--- src/rtl/amdfs_pkg.sv ---
// Shared types and constants for the adjacency-matrix DFS order unit.
// No dependencies; imported by every module of the block.
package amdfs_pkg;

    // Vertex and count field widths fixed by the port definition
    localparam int VTX_W = 4;
    localparam int CNT_W = 5;

    // Highest vertex count the 4-bit vertex fields can address
    localparam int ADDR_LIMIT = 16;

    // Command codes on the mode port
    typedef enum logic [1:0] {
        MODE_CLEAR    = 2'd0,
        MODE_ADD_EDGE = 2'd1,
        MODE_TRAVERSE = 2'd2,
        MODE_UNUSED   = 2'd3
    } mode_t;

    // Control bundle for the adjacency row memory
    typedef struct packed {
        logic rd_en;
        logic wr_en;
        logic clr_all;
    } adj_ctl_t;

    // Control bundle for the pending-vertex stack memory
    typedef struct packed {
        logic rd_en;
        logic wr_en;
    } stk_ctl_t;

endpackage

--- src/rtl/amdfs_adj_mem.sv ---
// Adjacency row memory: one neighbor bit row per vertex, synchronous read.
// Depends on amdfs_pkg. Per-row valid bits make a cleared row read as zero.
module amdfs_adj_mem
    import amdfs_pkg::*;
#(
    parameter int ROWS = 16,
    parameter int AW   = 4
)
(
    input  logic            clk,
    input  logic            rst_n,
    input  adj_ctl_t        ctl,
    input  logic [AW-1:0]   addr,
    input  logic [ROWS-1:0] wr_data,
    output logic [ROWS-1:0] rd_data
);

    logic [ROWS-1:0] mem [ROWS];
    logic [ROWS-1:0] row_valid_reg;
    logic [ROWS-1:0] row_valid_next;
    logic [ROWS-1:0] rd_data_reg;
    logic            rd_valid_reg;

    // Valid bits: clear drops every row at once, a write marks its row
    always_comb
    begin
        row_valid_next = row_valid_reg;
        if (ctl.clr_all)
        begin
            row_valid_next = '0;
        end
        else if (ctl.wr_en)
        begin
            row_valid_next[addr] = 1'b1;
        end
    end

    always_ff @(posedge clk or negedge rst_n)
    begin
        if (!rst_n)
        begin
            row_valid_reg <= '0;
            rd_valid_reg  <= 1'b0;
        end
        else
        begin
            row_valid_reg <= row_valid_next;
            if (ctl.rd_en)
            begin
                rd_valid_reg <= row_valid_reg[addr];
            end
        end
    end

    // Storage array, registered read data
    always_ff @(posedge clk)
    begin
        if (ctl.wr_en)
        begin
            mem[addr] <= wr_data;
        end
        if (ctl.rd_en)
        begin
            rd_data_reg <= mem[addr];
        end
    end

    // Row never written since the last clear reads as empty
    assign rd_data = rd_valid_reg ? rd_data_reg : '0;

endmodule

--- src/rtl/amdfs_stack_mem.sv ---
// Pending-vertex stack storage, one vertex per entry, synchronous read.
// Depends on amdfs_pkg for the vertex width and control bundle.
module amdfs_stack_mem
    import amdfs_pkg::*;
#(
    parameter int DEPTH = 16,
    parameter int AW    = 4
)
(
    input  logic             clk,
    input  stk_ctl_t         ctl,
    input  logic [AW-1:0]    addr,
    input  logic [VTX_W-1:0] wr_data,
    output logic [VTX_W-1:0] rd_data
);

    logic [VTX_W-1:0] mem [DEPTH];
    logic [VTX_W-1:0] rd_data_reg;

    always_ff @(posedge clk)
    begin
        if (ctl.wr_en)
        begin
            mem[addr] <= wr_data;
        end
        if (ctl.rd_en)
        begin
            rd_data_reg <= mem[addr];
        end
    end

    assign rd_data = rd_data_reg;

endmodule

--- src/rtl/adjacency_matrix_dfs_order_unit.sv ---
// Top level of the adjacency-matrix depth-first order unit: command FSM.
// Depends on amdfs_pkg, amdfs_adj_mem and amdfs_stack_mem.
//
//  channel  | handshake          | payload
//  ---------+--------------------+--------------------------------------------
//  command  | start, busy        | mode, edge_from, edge_to, start_vertex
//  result   | out_valid (strobe) | visited_vertex, last, incomplete
//  config   | cfg_we             | cfg_data (vertex_count)
//
// Clear never leaves idle; add edge does two read-modify-writes of rows.
// Traversal: per scanned vertex one row read, a scan over count row bits and
// a stack pop (S_POP, S_POPD); the run length is set by the one-bit-per-cycle
// row scan.
// Reset clears the matrix (row valid bits), control state and sets count to 16.
// Each result strobes for one cycle; the receiver cannot stall.
module adjacency_matrix_dfs_order_unit
    import amdfs_pkg::*;
#(
    parameter int MAX_VERTICES = 16
)
(
    input  logic             clk,
    input  logic             rst_n,
    input  logic             start,
    output logic             busy,
    input  logic [1:0]       mode,
    input  logic [VTX_W-1:0] edge_from,
    input  logic [VTX_W-1:0] edge_to,
    input  logic [VTX_W-1:0] start_vertex,
    input  logic             cfg_we,
    input  logic [CNT_W-1:0] cfg_data,
    output logic             out_valid,
    output logic [VTX_W-1:0] visited_vertex,
    output logic             last,
    output logic             incomplete
);

    // Vertices actually usable, memory geometry
    localparam int CL  = (MAX_VERTICES < ADDR_LIMIT) ? MAX_VERTICES : ADDR_LIMIT;
    localparam int AW  = $clog2(CL);
    localparam int SPW = $clog2(CL + 1);
    localparam logic [CNT_W-1:0] CNT_LIM = CNT_W'(CL);
    localparam logic [CL-1:0]    ONE_BIT = {{(CL-1){1'b0}}, 1'b1};

    typedef enum logic [8:0] {
        S_IDLE  = 9'b000000001,
        S_EA_RD = 9'b000000010,
        S_EA_WR = 9'b000000100,
        S_EB_RD = 9'b000001000,
        S_EB_WR = 9'b000010000,
        S_RD    = 9'b000100000,
        S_SCAN  = 9'b001000000,
        S_POP   = 9'b010000000,
        S_POPD  = 9'b100000000
    } state_t;

    state_t           state_reg, state_next;
    logic [CNT_W-1:0] vcount_reg, vcount_next;
    logic [VTX_W-1:0] a_reg, a_next;
    logic [VTX_W-1:0] b_reg, b_next;
    logic [VTX_W-1:0] cur_reg, cur_next;
    logic [VTX_W-1:0] pend_reg, pend_next;
    logic [CL-1:0]    visited_reg, visited_next;
    logic [SPW-1:0]   sp_reg, sp_next;
    logic [VTX_W-1:0] j_reg, j_next;
    logic [VTX_W-1:0] k_reg, k_next;
    logic             ov_reg, ov_next;
    logic [VTX_W-1:0] ovtx_reg, ovtx_next;
    logic             olast_reg, olast_next;
    logic             oinc_reg, oinc_next;

    logic [CNT_W-1:0] count_eff;
    logic [CNT_W-1:0] count_m1;
    logic             accept;
    logic             scan_hit;
    logic [SPW-1:0]   sp_dec;

    adj_ctl_t         adj_ctl;
    logic [AW-1:0]    adj_addr;
    logic [CL-1:0]    adj_wr_data;
    logic [CL-1:0]    adj_rd_data;
    stk_ctl_t         stk_ctl;
    logic [AW-1:0]    stk_addr;
    logic [VTX_W-1:0] stk_wr_data;
    logic [VTX_W-1:0] stk_rd_data;

    amdfs_adj_mem #(
        .ROWS (CL),
        .AW   (AW)
    ) u_adj (
        .clk     (clk),
        .rst_n   (rst_n),
        .ctl     (adj_ctl),
        .addr    (adj_addr),
        .wr_data (adj_wr_data),
        .rd_data (adj_rd_data)
    );

    amdfs_stack_mem #(
        .DEPTH (CL),
        .AW    (AW)
    ) u_stack (
        .clk     (clk),
        .ctl     (stk_ctl),
        .addr    (stk_addr),
        .wr_data (stk_wr_data),
        .rd_data (stk_rd_data)
    );

    // Effective vertex count: zero counts as one, saturate at the limit
    always_comb
    begin
        if (vcount_reg == '0)
        begin
            count_eff = CNT_W'(1);
        end
        else if (vcount_reg > CNT_LIM)
        begin
            count_eff = CNT_LIM;
        end
        else
        begin
            count_eff = vcount_reg;
        end
    end

    assign count_m1 = count_eff - CNT_W'(1);
    assign accept   = start && !busy;
    assign busy     = (state_reg != S_IDLE);
    assign scan_hit = adj_rd_data[j_reg[AW-1:0]] && !visited_reg[j_reg[AW-1:0]];
    assign sp_dec   = sp_reg - SPW'(1);

    // Command sequencer
    always_comb
    begin
        state_next   = state_reg;
        vcount_next  = vcount_reg;
        a_next       = a_reg;
        b_next       = b_reg;
        cur_next     = cur_reg;
        pend_next    = pend_reg;
        visited_next = visited_reg;
        sp_next      = sp_reg;
        j_next       = j_reg;
        k_next       = k_reg;
        ov_next      = 1'b0;
        ovtx_next    = ovtx_reg;
        olast_next   = olast_reg;
        oinc_next    = oinc_reg;
        adj_ctl      = '0;
        adj_addr     = cur_reg[AW-1:0];
        adj_wr_data  = adj_rd_data;
        stk_ctl      = '0;
        stk_addr     = sp_reg[AW-1:0];
        stk_wr_data  = j_reg;

        if (cfg_we)
        begin
            vcount_next = cfg_data;
        end

        unique case (state_reg)
            S_IDLE:
            begin
                if (accept)
                begin
                    unique case (mode)
                        MODE_CLEAR:
                        begin
                            adj_ctl.clr_all = 1'b1;
                        end
                        MODE_ADD_EDGE:
                        begin
                            a_next = edge_from;
                            b_next = edge_to;
                            if ((int'(edge_from) < MAX_VERTICES)
                                && (int'(edge_to) < MAX_VERTICES))
                            begin
                                state_next = S_EA_RD;
                            end
                        end
                        MODE_TRAVERSE:
                        begin
                            pend_next = start_vertex;
                            cur_next  = start_vertex;
                            sp_next   = '0;
                            j_next    = '0;
                            k_next    = VTX_W'(1);
                            ovtx_next = start_vertex;
                            if (int'(start_vertex) >= MAX_VERTICES)
                            begin
                                // start out of range: emit it alone
                                visited_next = '0;
                                ov_next      = 1'b1;
                                olast_next   = 1'b1;
                                oinc_next    = (count_eff > CNT_W'(1));
                            end
                            else
                            begin
                                visited_next = ONE_BIT << start_vertex[AW-1:0];
                                if (count_eff == CNT_W'(1))
                                begin
                                    ov_next    = 1'b1;
                                    olast_next = 1'b1;
                                    oinc_next  = 1'b0;
                                end
                                else
                                begin
                                    state_next = S_RD;
                                end
                            end
                        end
                        MODE_UNUSED:
                        begin
                        end
                        default:
                        begin
                        end
                    endcase
                end
            end

            // Edge insert: row a |= bit b, then row b |= bit a
            S_EA_RD:
            begin
                adj_ctl.rd_en = 1'b1;
                adj_addr      = a_reg[AW-1:0];
                state_next    = S_EA_WR;
            end
            S_EA_WR:
            begin
                adj_ctl.wr_en = 1'b1;
                adj_addr      = a_reg[AW-1:0];
                adj_wr_data   = adj_rd_data | (ONE_BIT << b_reg[AW-1:0]);
                state_next    = S_EB_RD;
            end
            S_EB_RD:
            begin
                adj_ctl.rd_en = 1'b1;
                adj_addr      = b_reg[AW-1:0];
                state_next    = S_EB_WR;
            end
            S_EB_WR:
            begin
                adj_ctl.wr_en = 1'b1;
                adj_addr      = b_reg[AW-1:0];
                adj_wr_data   = adj_rd_data | (ONE_BIT << a_reg[AW-1:0]);
                state_next    = S_IDLE;
            end

            // Fetch the current vertex row
            S_RD:
            begin
                adj_ctl.rd_en = 1'b1;
                adj_addr      = cur_reg[AW-1:0];
                j_next        = '0;
                state_next    = S_SCAN;
            end

            // One neighbor bit per cycle, push unvisited ones
            S_SCAN:
            begin
                if (scan_hit)
                begin
                    stk_ctl.wr_en = 1'b1;
                    stk_addr      = sp_reg[AW-1:0];
                    stk_wr_data   = j_reg;
                    sp_next       = sp_reg + SPW'(1);
                    visited_next  = visited_reg | (ONE_BIT << j_reg[AW-1:0]);
                end
                if ({1'b0, j_reg} == count_m1)
                begin
                    state_next = S_POP;
                end
                else
                begin
                    j_next = j_reg + VTX_W'(1);
                end
            end

            // Empty stack ends the run; else release the held result and pop
            S_POP:
            begin
                ov_next   = 1'b1;
                ovtx_next = pend_reg;
                if (sp_reg == '0)
                begin
                    olast_next = 1'b1;
                    oinc_next  = 1'b1;
                    state_next = S_IDLE;
                end
                else
                begin
                    olast_next    = 1'b0;
                    oinc_next     = 1'b0;
                    stk_ctl.rd_en = 1'b1;
                    stk_addr      = sp_dec[AW-1:0];
                    sp_next       = sp_dec;
                    state_next    = S_POPD;
                end
            end

            // Popped vertex becomes current; final one is emitted at once
            S_POPD:
            begin
                pend_next = stk_rd_data;
                cur_next  = stk_rd_data;
                if ({1'b0, k_reg} == count_m1)
                begin
                    ov_next    = 1'b1;
                    ovtx_next  = stk_rd_data;
                    olast_next = 1'b1;
                    oinc_next  = 1'b0;
                    state_next = S_IDLE;
                end
                else
                begin
                    k_next     = k_reg + VTX_W'(1);
                    state_next = S_RD;
                end
            end

            default:
            begin
                state_next = S_IDLE;
            end
        endcase
    end

    // Control registers
    always_ff @(posedge clk or negedge rst_n)
    begin
        if (!rst_n)
        begin
            state_reg  <= S_IDLE;
            vcount_reg <= CNT_W'(16);
            ov_reg     <= 1'b0;
            sp_reg     <= '0;
            j_reg      <= '0;
            k_reg      <= '0;
        end
        else
        begin
            state_reg  <= state_next;
            vcount_reg <= vcount_next;
            ov_reg     <= ov_next;
            sp_reg     <= sp_next;
            j_reg      <= j_next;
            k_reg      <= k_next;
        end
    end

    // Payload and traversal data registers
    always_ff @(posedge clk)
    begin
        a_reg       <= a_next;
        b_reg       <= b_next;
        cur_reg     <= cur_next;
        pend_reg    <= pend_next;
        visited_reg <= visited_next;
        ovtx_reg    <= ovtx_next;
        olast_reg   <= olast_next;
        oinc_reg    <= oinc_next;
    end

    assign out_valid      = ov_reg;
    assign visited_vertex = ovtx_reg;
    assign last           = olast_reg;
    assign incomplete     = oinc_reg;

endmodule

--- config.mk ---
export PLATFORM = sky130hd
export DESIGN_NAME = adjacency_matrix_dfs_order_unit
export DESIGN_NICKNAME = d
export VERILOG_FILES = /design/src/rtl/amdfs_pkg.sv /design/src/rtl/amdfs_adj_mem.sv /design/src/rtl/amdfs_stack_mem.sv /design/src/rtl/adjacency_matrix_dfs_order_unit.sv
export SDC_FILE = /design/constraint.sdc
export NUM_CORES = 1
export LEC_CHECK = 0
export BUFFER_PORTS_ARGS = -buffer_cell sky130_fd_sc_hd__clkbuf_2
export CAP_MARGIN = 20
export CORE_MARGIN = 2
export CORE_UTILIZATION = 47
export DETAILED_ROUTE_END_ITERATION = 16
export HOLD_SLACK_MARGIN = 0.1
export SYNTH_ARGS = -nofsm -noshare
export SYNTH_HDL_FRONTEND = slang
export SYNTH_HIERARCHICAL = 1
export SYNTH_SLANG_ARGS = --single-unit
--- constraint.sdc ---
create_clock -name clk -period 6.5 [get_ports clk]
set_input_delay 1.3 -clock clk [delete_from_list [all_inputs] [get_ports clk]]
set_output_delay 1.3 -clock clk [all_outputs]
set_load 0.02 [all_outputs]
==> metrics <==
max reg flops 256; Final ANT Viol Nets 0; GRT overflow 0; area share of and/or/nand/nor cells after synthesis 8.727%; Tmin final 4.510 ns; outcome finished clean; Max clock buf depth 3; Top Ports 31; Final Slew Violations 0; CTS clk-pin slew, worst paths 0.06 ns; mux cell area share after synthesis 13.57%; Root Buffer clkbuf_16; drt via density 5.881; Pwr Density 335.4 nW/um2; Synth Cell Area 17,860 um2; Fin Hold WS 0.4926 ns; largest area contributor in the netlist edfxtp_1; number of global-route vias before repair 9,791; Clk Latency, worst-skew pair 0.56 ns; CP required 6.80 ns; RSZ-0062 raised after global routing false; CTS Sinks 419; synth-to-layout area growth 12.83%; Critical Path Sink Type register; Reg with most FFs u_adj/mem; worst-path fanout max 34; setup slack, reg-to-reg 1.99 ns; # DRC 0; Setup Skew 0.01581 ns; Peak supply drop 0.2282 mV; via count 9,650; Yosys top cell area share 62.87%; WS Path Type register to register; largest family of logic cells by synthesized area multiplexers; asr flop ratio synth 10.74%; number of enable flip-flop cells after synthesis 374; Die W 199.0 um; Ys Warns 6; reg-to-reg critical path endpoint u_adj/rd_data_reg[2]$_DFFE_PP_; post-layout util 53.64%; Critical Path AT 4.81 ns; hold depth 2; ys flop type edfxtp_1; Site Rows 71; total die area 39,590 um2; Fin. Hold Viols 0; max_slew headroom 27.15%; wire per inst 23.99 um; WHS Endpoint u_adj/row_valid_reg[14]$_DFFE_PN0P_; Reg2Reg Launch Point state_reg[5]$_DFFE_PN0P_; H-tree Lvls 2; RD Place Congestion 0.8038; flop and latch count out of synthesis 419; die height 199.0 um; NumNets Final 1,132; period utilisation layout 69.39%; core footprint 37,580 um2; Setup Fix Bufs, Post-CTS 0; Buffers on Ports 30; Setup Viol. Count Final 0; # diodes 0; hold path start u_adj/row_valid_reg[14]$_DFFE_PN0P_; global-route wire length before repair 60.84 mm; GRT Total Usage 20.72%; Fin Setup TNS 0 ns; TritonRoute pass-1 iters 5; net count after synthesis 1,085; post-synthesis compound-gate area fraction 5.267%; hold buffers post-CTS 0; Adder-Cell Fraction of Synth Area 0.7704%; CTS tree done; initial antenna violation count 0; initial core utilization 47.54%; Cells after Synth 1,051; max-cap check violation count 0; Mean Syn Cell Area 17.00 um2; overall power 6762 uW; wirelength, routed 39.37 mm; register area share after synthesis 69.18%; worst hold path class register to register; largest net degree at the start of global routing 46; Synth Area in XOR/XNOR 0.5393%; reg2reg path depth 10; achievable clock frequency 221.7 MHz; leakage power 0.006894 uW; main area contributors after synthesis edfxtp_1 (63%), mux4_2 (12%), dfrtp_1 (6.0%), nor2_1 (1.3%), a21oi_1 (1.1%); initial DRC count 896; DP HPWL 25.69 mm; Setup crit start kind register; Gates resized, CTS repair 0; Distinct cells, synth 78; Top Registers u_adj/mem: 256 flops, u_stack/mem: 64 flops; CTS buffer count 43; proportion of layout cells with a drive suffix above 1 23.89%; Worst Tran Pin Value 1.092 ns
[cells in the mapped netlist, types with 10 or more instances]
cell type,n
nor2_1,60
ha_1,11
clkbuf_1,35
a31oi_1,11
and2_1,20
nor3_1,21
nand3b_1,14
o21ai_0,25
nand2_1,48
mux4_2,95
edfxtp_1,374
dfrtp_1,43
a21oi_1,39
nand3_1,37
inv_1,16
nor2b_1,23
nand4_1,10
o21bai_1,10
[placed cells by master, fill, tap and decap left out, types with 24 or more instances in the layout]
| cell type | netlist | routed |
|---|---|---|
| buf_4 | 7 | 24 |
| nand3_1 | 37 | 37 |
| nor2_1 | 60 | 48 |
| o21ai_0 | 25 | 24 |
| dfrtp_1 | 43 | 43 |
| edfxtp_1 | 374 | 374 |
| clkbuf_2 | 0 | 30 |
| nand2_1 | 48 | 48 |
| clkbuf_16 | 0 | 43 |
| a21oi_1 | 39 | 39 |
| mux4_2 | 95 | 95 |
[worst max path at each step]
stage,cells past startpoint,start,end,slack (ns)
final,10,state_reg[5]$_DFFE_PN0P_,u_adj/rd_data_reg[2]$_DFFE_PP_,1.99
after detailed placement,10,state_reg[4]$_DFFE_PN0P_,u_adj/rd_data_reg[2]$_DFFE_PP_,1.93
after CTS,10,state_reg[5]$_DFFE_PN0P_,u_adj/rd_data_reg[2]$_DFFE_PP_,1.93
after global routing,10,state_reg[5]$_DFFE_PN0P_,u_adj/rd_data_reg[2]$_DFFE_PP_,1.65
after global placement,9,state_reg[4]$_DFFE_PN0P_,u_adj/rd_data_reg[2]$_DFFE_PP_,2.04
after floorplan,10,state_reg[5]$_DFFE_PN0P_,u_adj/mem[0][0]$_DFFE_PP_,2.17
[final cells by class]
class | instances | area (um2)
clock buffer | 59 | 1176
timing repair buffer | 59 | 426.7
tap | 511 | 639.4
sequential | 419 | 12360
multi-input combinational | 558 | 5259
inverter | 17 | 63.81
fill | 3013 | 17420
clock inverter | 18 | 232.7
[layer usage]
| metal | up-vias | routed length [um] | global-route usage [%] |
|---|---|---|---|
| met5 | - | 0 | 0 |
| met4 | 0 | 743 | 5.445 |
| met3 | 50 | 2208 | 3.272 |
| met2 | 266 | 18730 | 33.01 |
| met1 | 5031 | 17690 | 30.01 |
| li1 | 4303 | - | - |
[power by group]
group	leakage (uW)	internal [uW]	switching (uW)
Clock	0.000690	1470	1000
Sequential	0.00406	3180	106
Combinational	0.00214	393	608
[worst max-delay path, stage by stage, from the launching register on]
cell and delay (ns):
dfrtp_1 0.44, or4_4 0.57, nor4_1 0.33, nand2_1 0.20
inv_1 0.17, nor2_1 0.11, nor2b_1 0.18, a221o_4 0.56
buf_4 0.55, mux4_2 0.61, mux4_2 0.48
[kinds of logic (layout without fill, tap and decap cells)]
kind of cell	Yosys count	count (layout)
xor+xnor	11	11
flops	419	419
mux	112	112
simple gates	283	283
compound gates	141	141
buf+inv	74	153
fa+ha+maj	11	11
[stage by stage]
stage | cells | setup slack, ns | area (um2)
global placement | 1559 | 2.043 | 18650
CTS | 1637 | 1.932 | 20090
detailed placement | 1560 | 1.930 | 18680
floorplan | 1051 | 2.166 | 17860
global route | 1641 | 1.652 | 20160
finish | 1641 | 1.990 | 20160
Power figures use the tool's default switching activity.
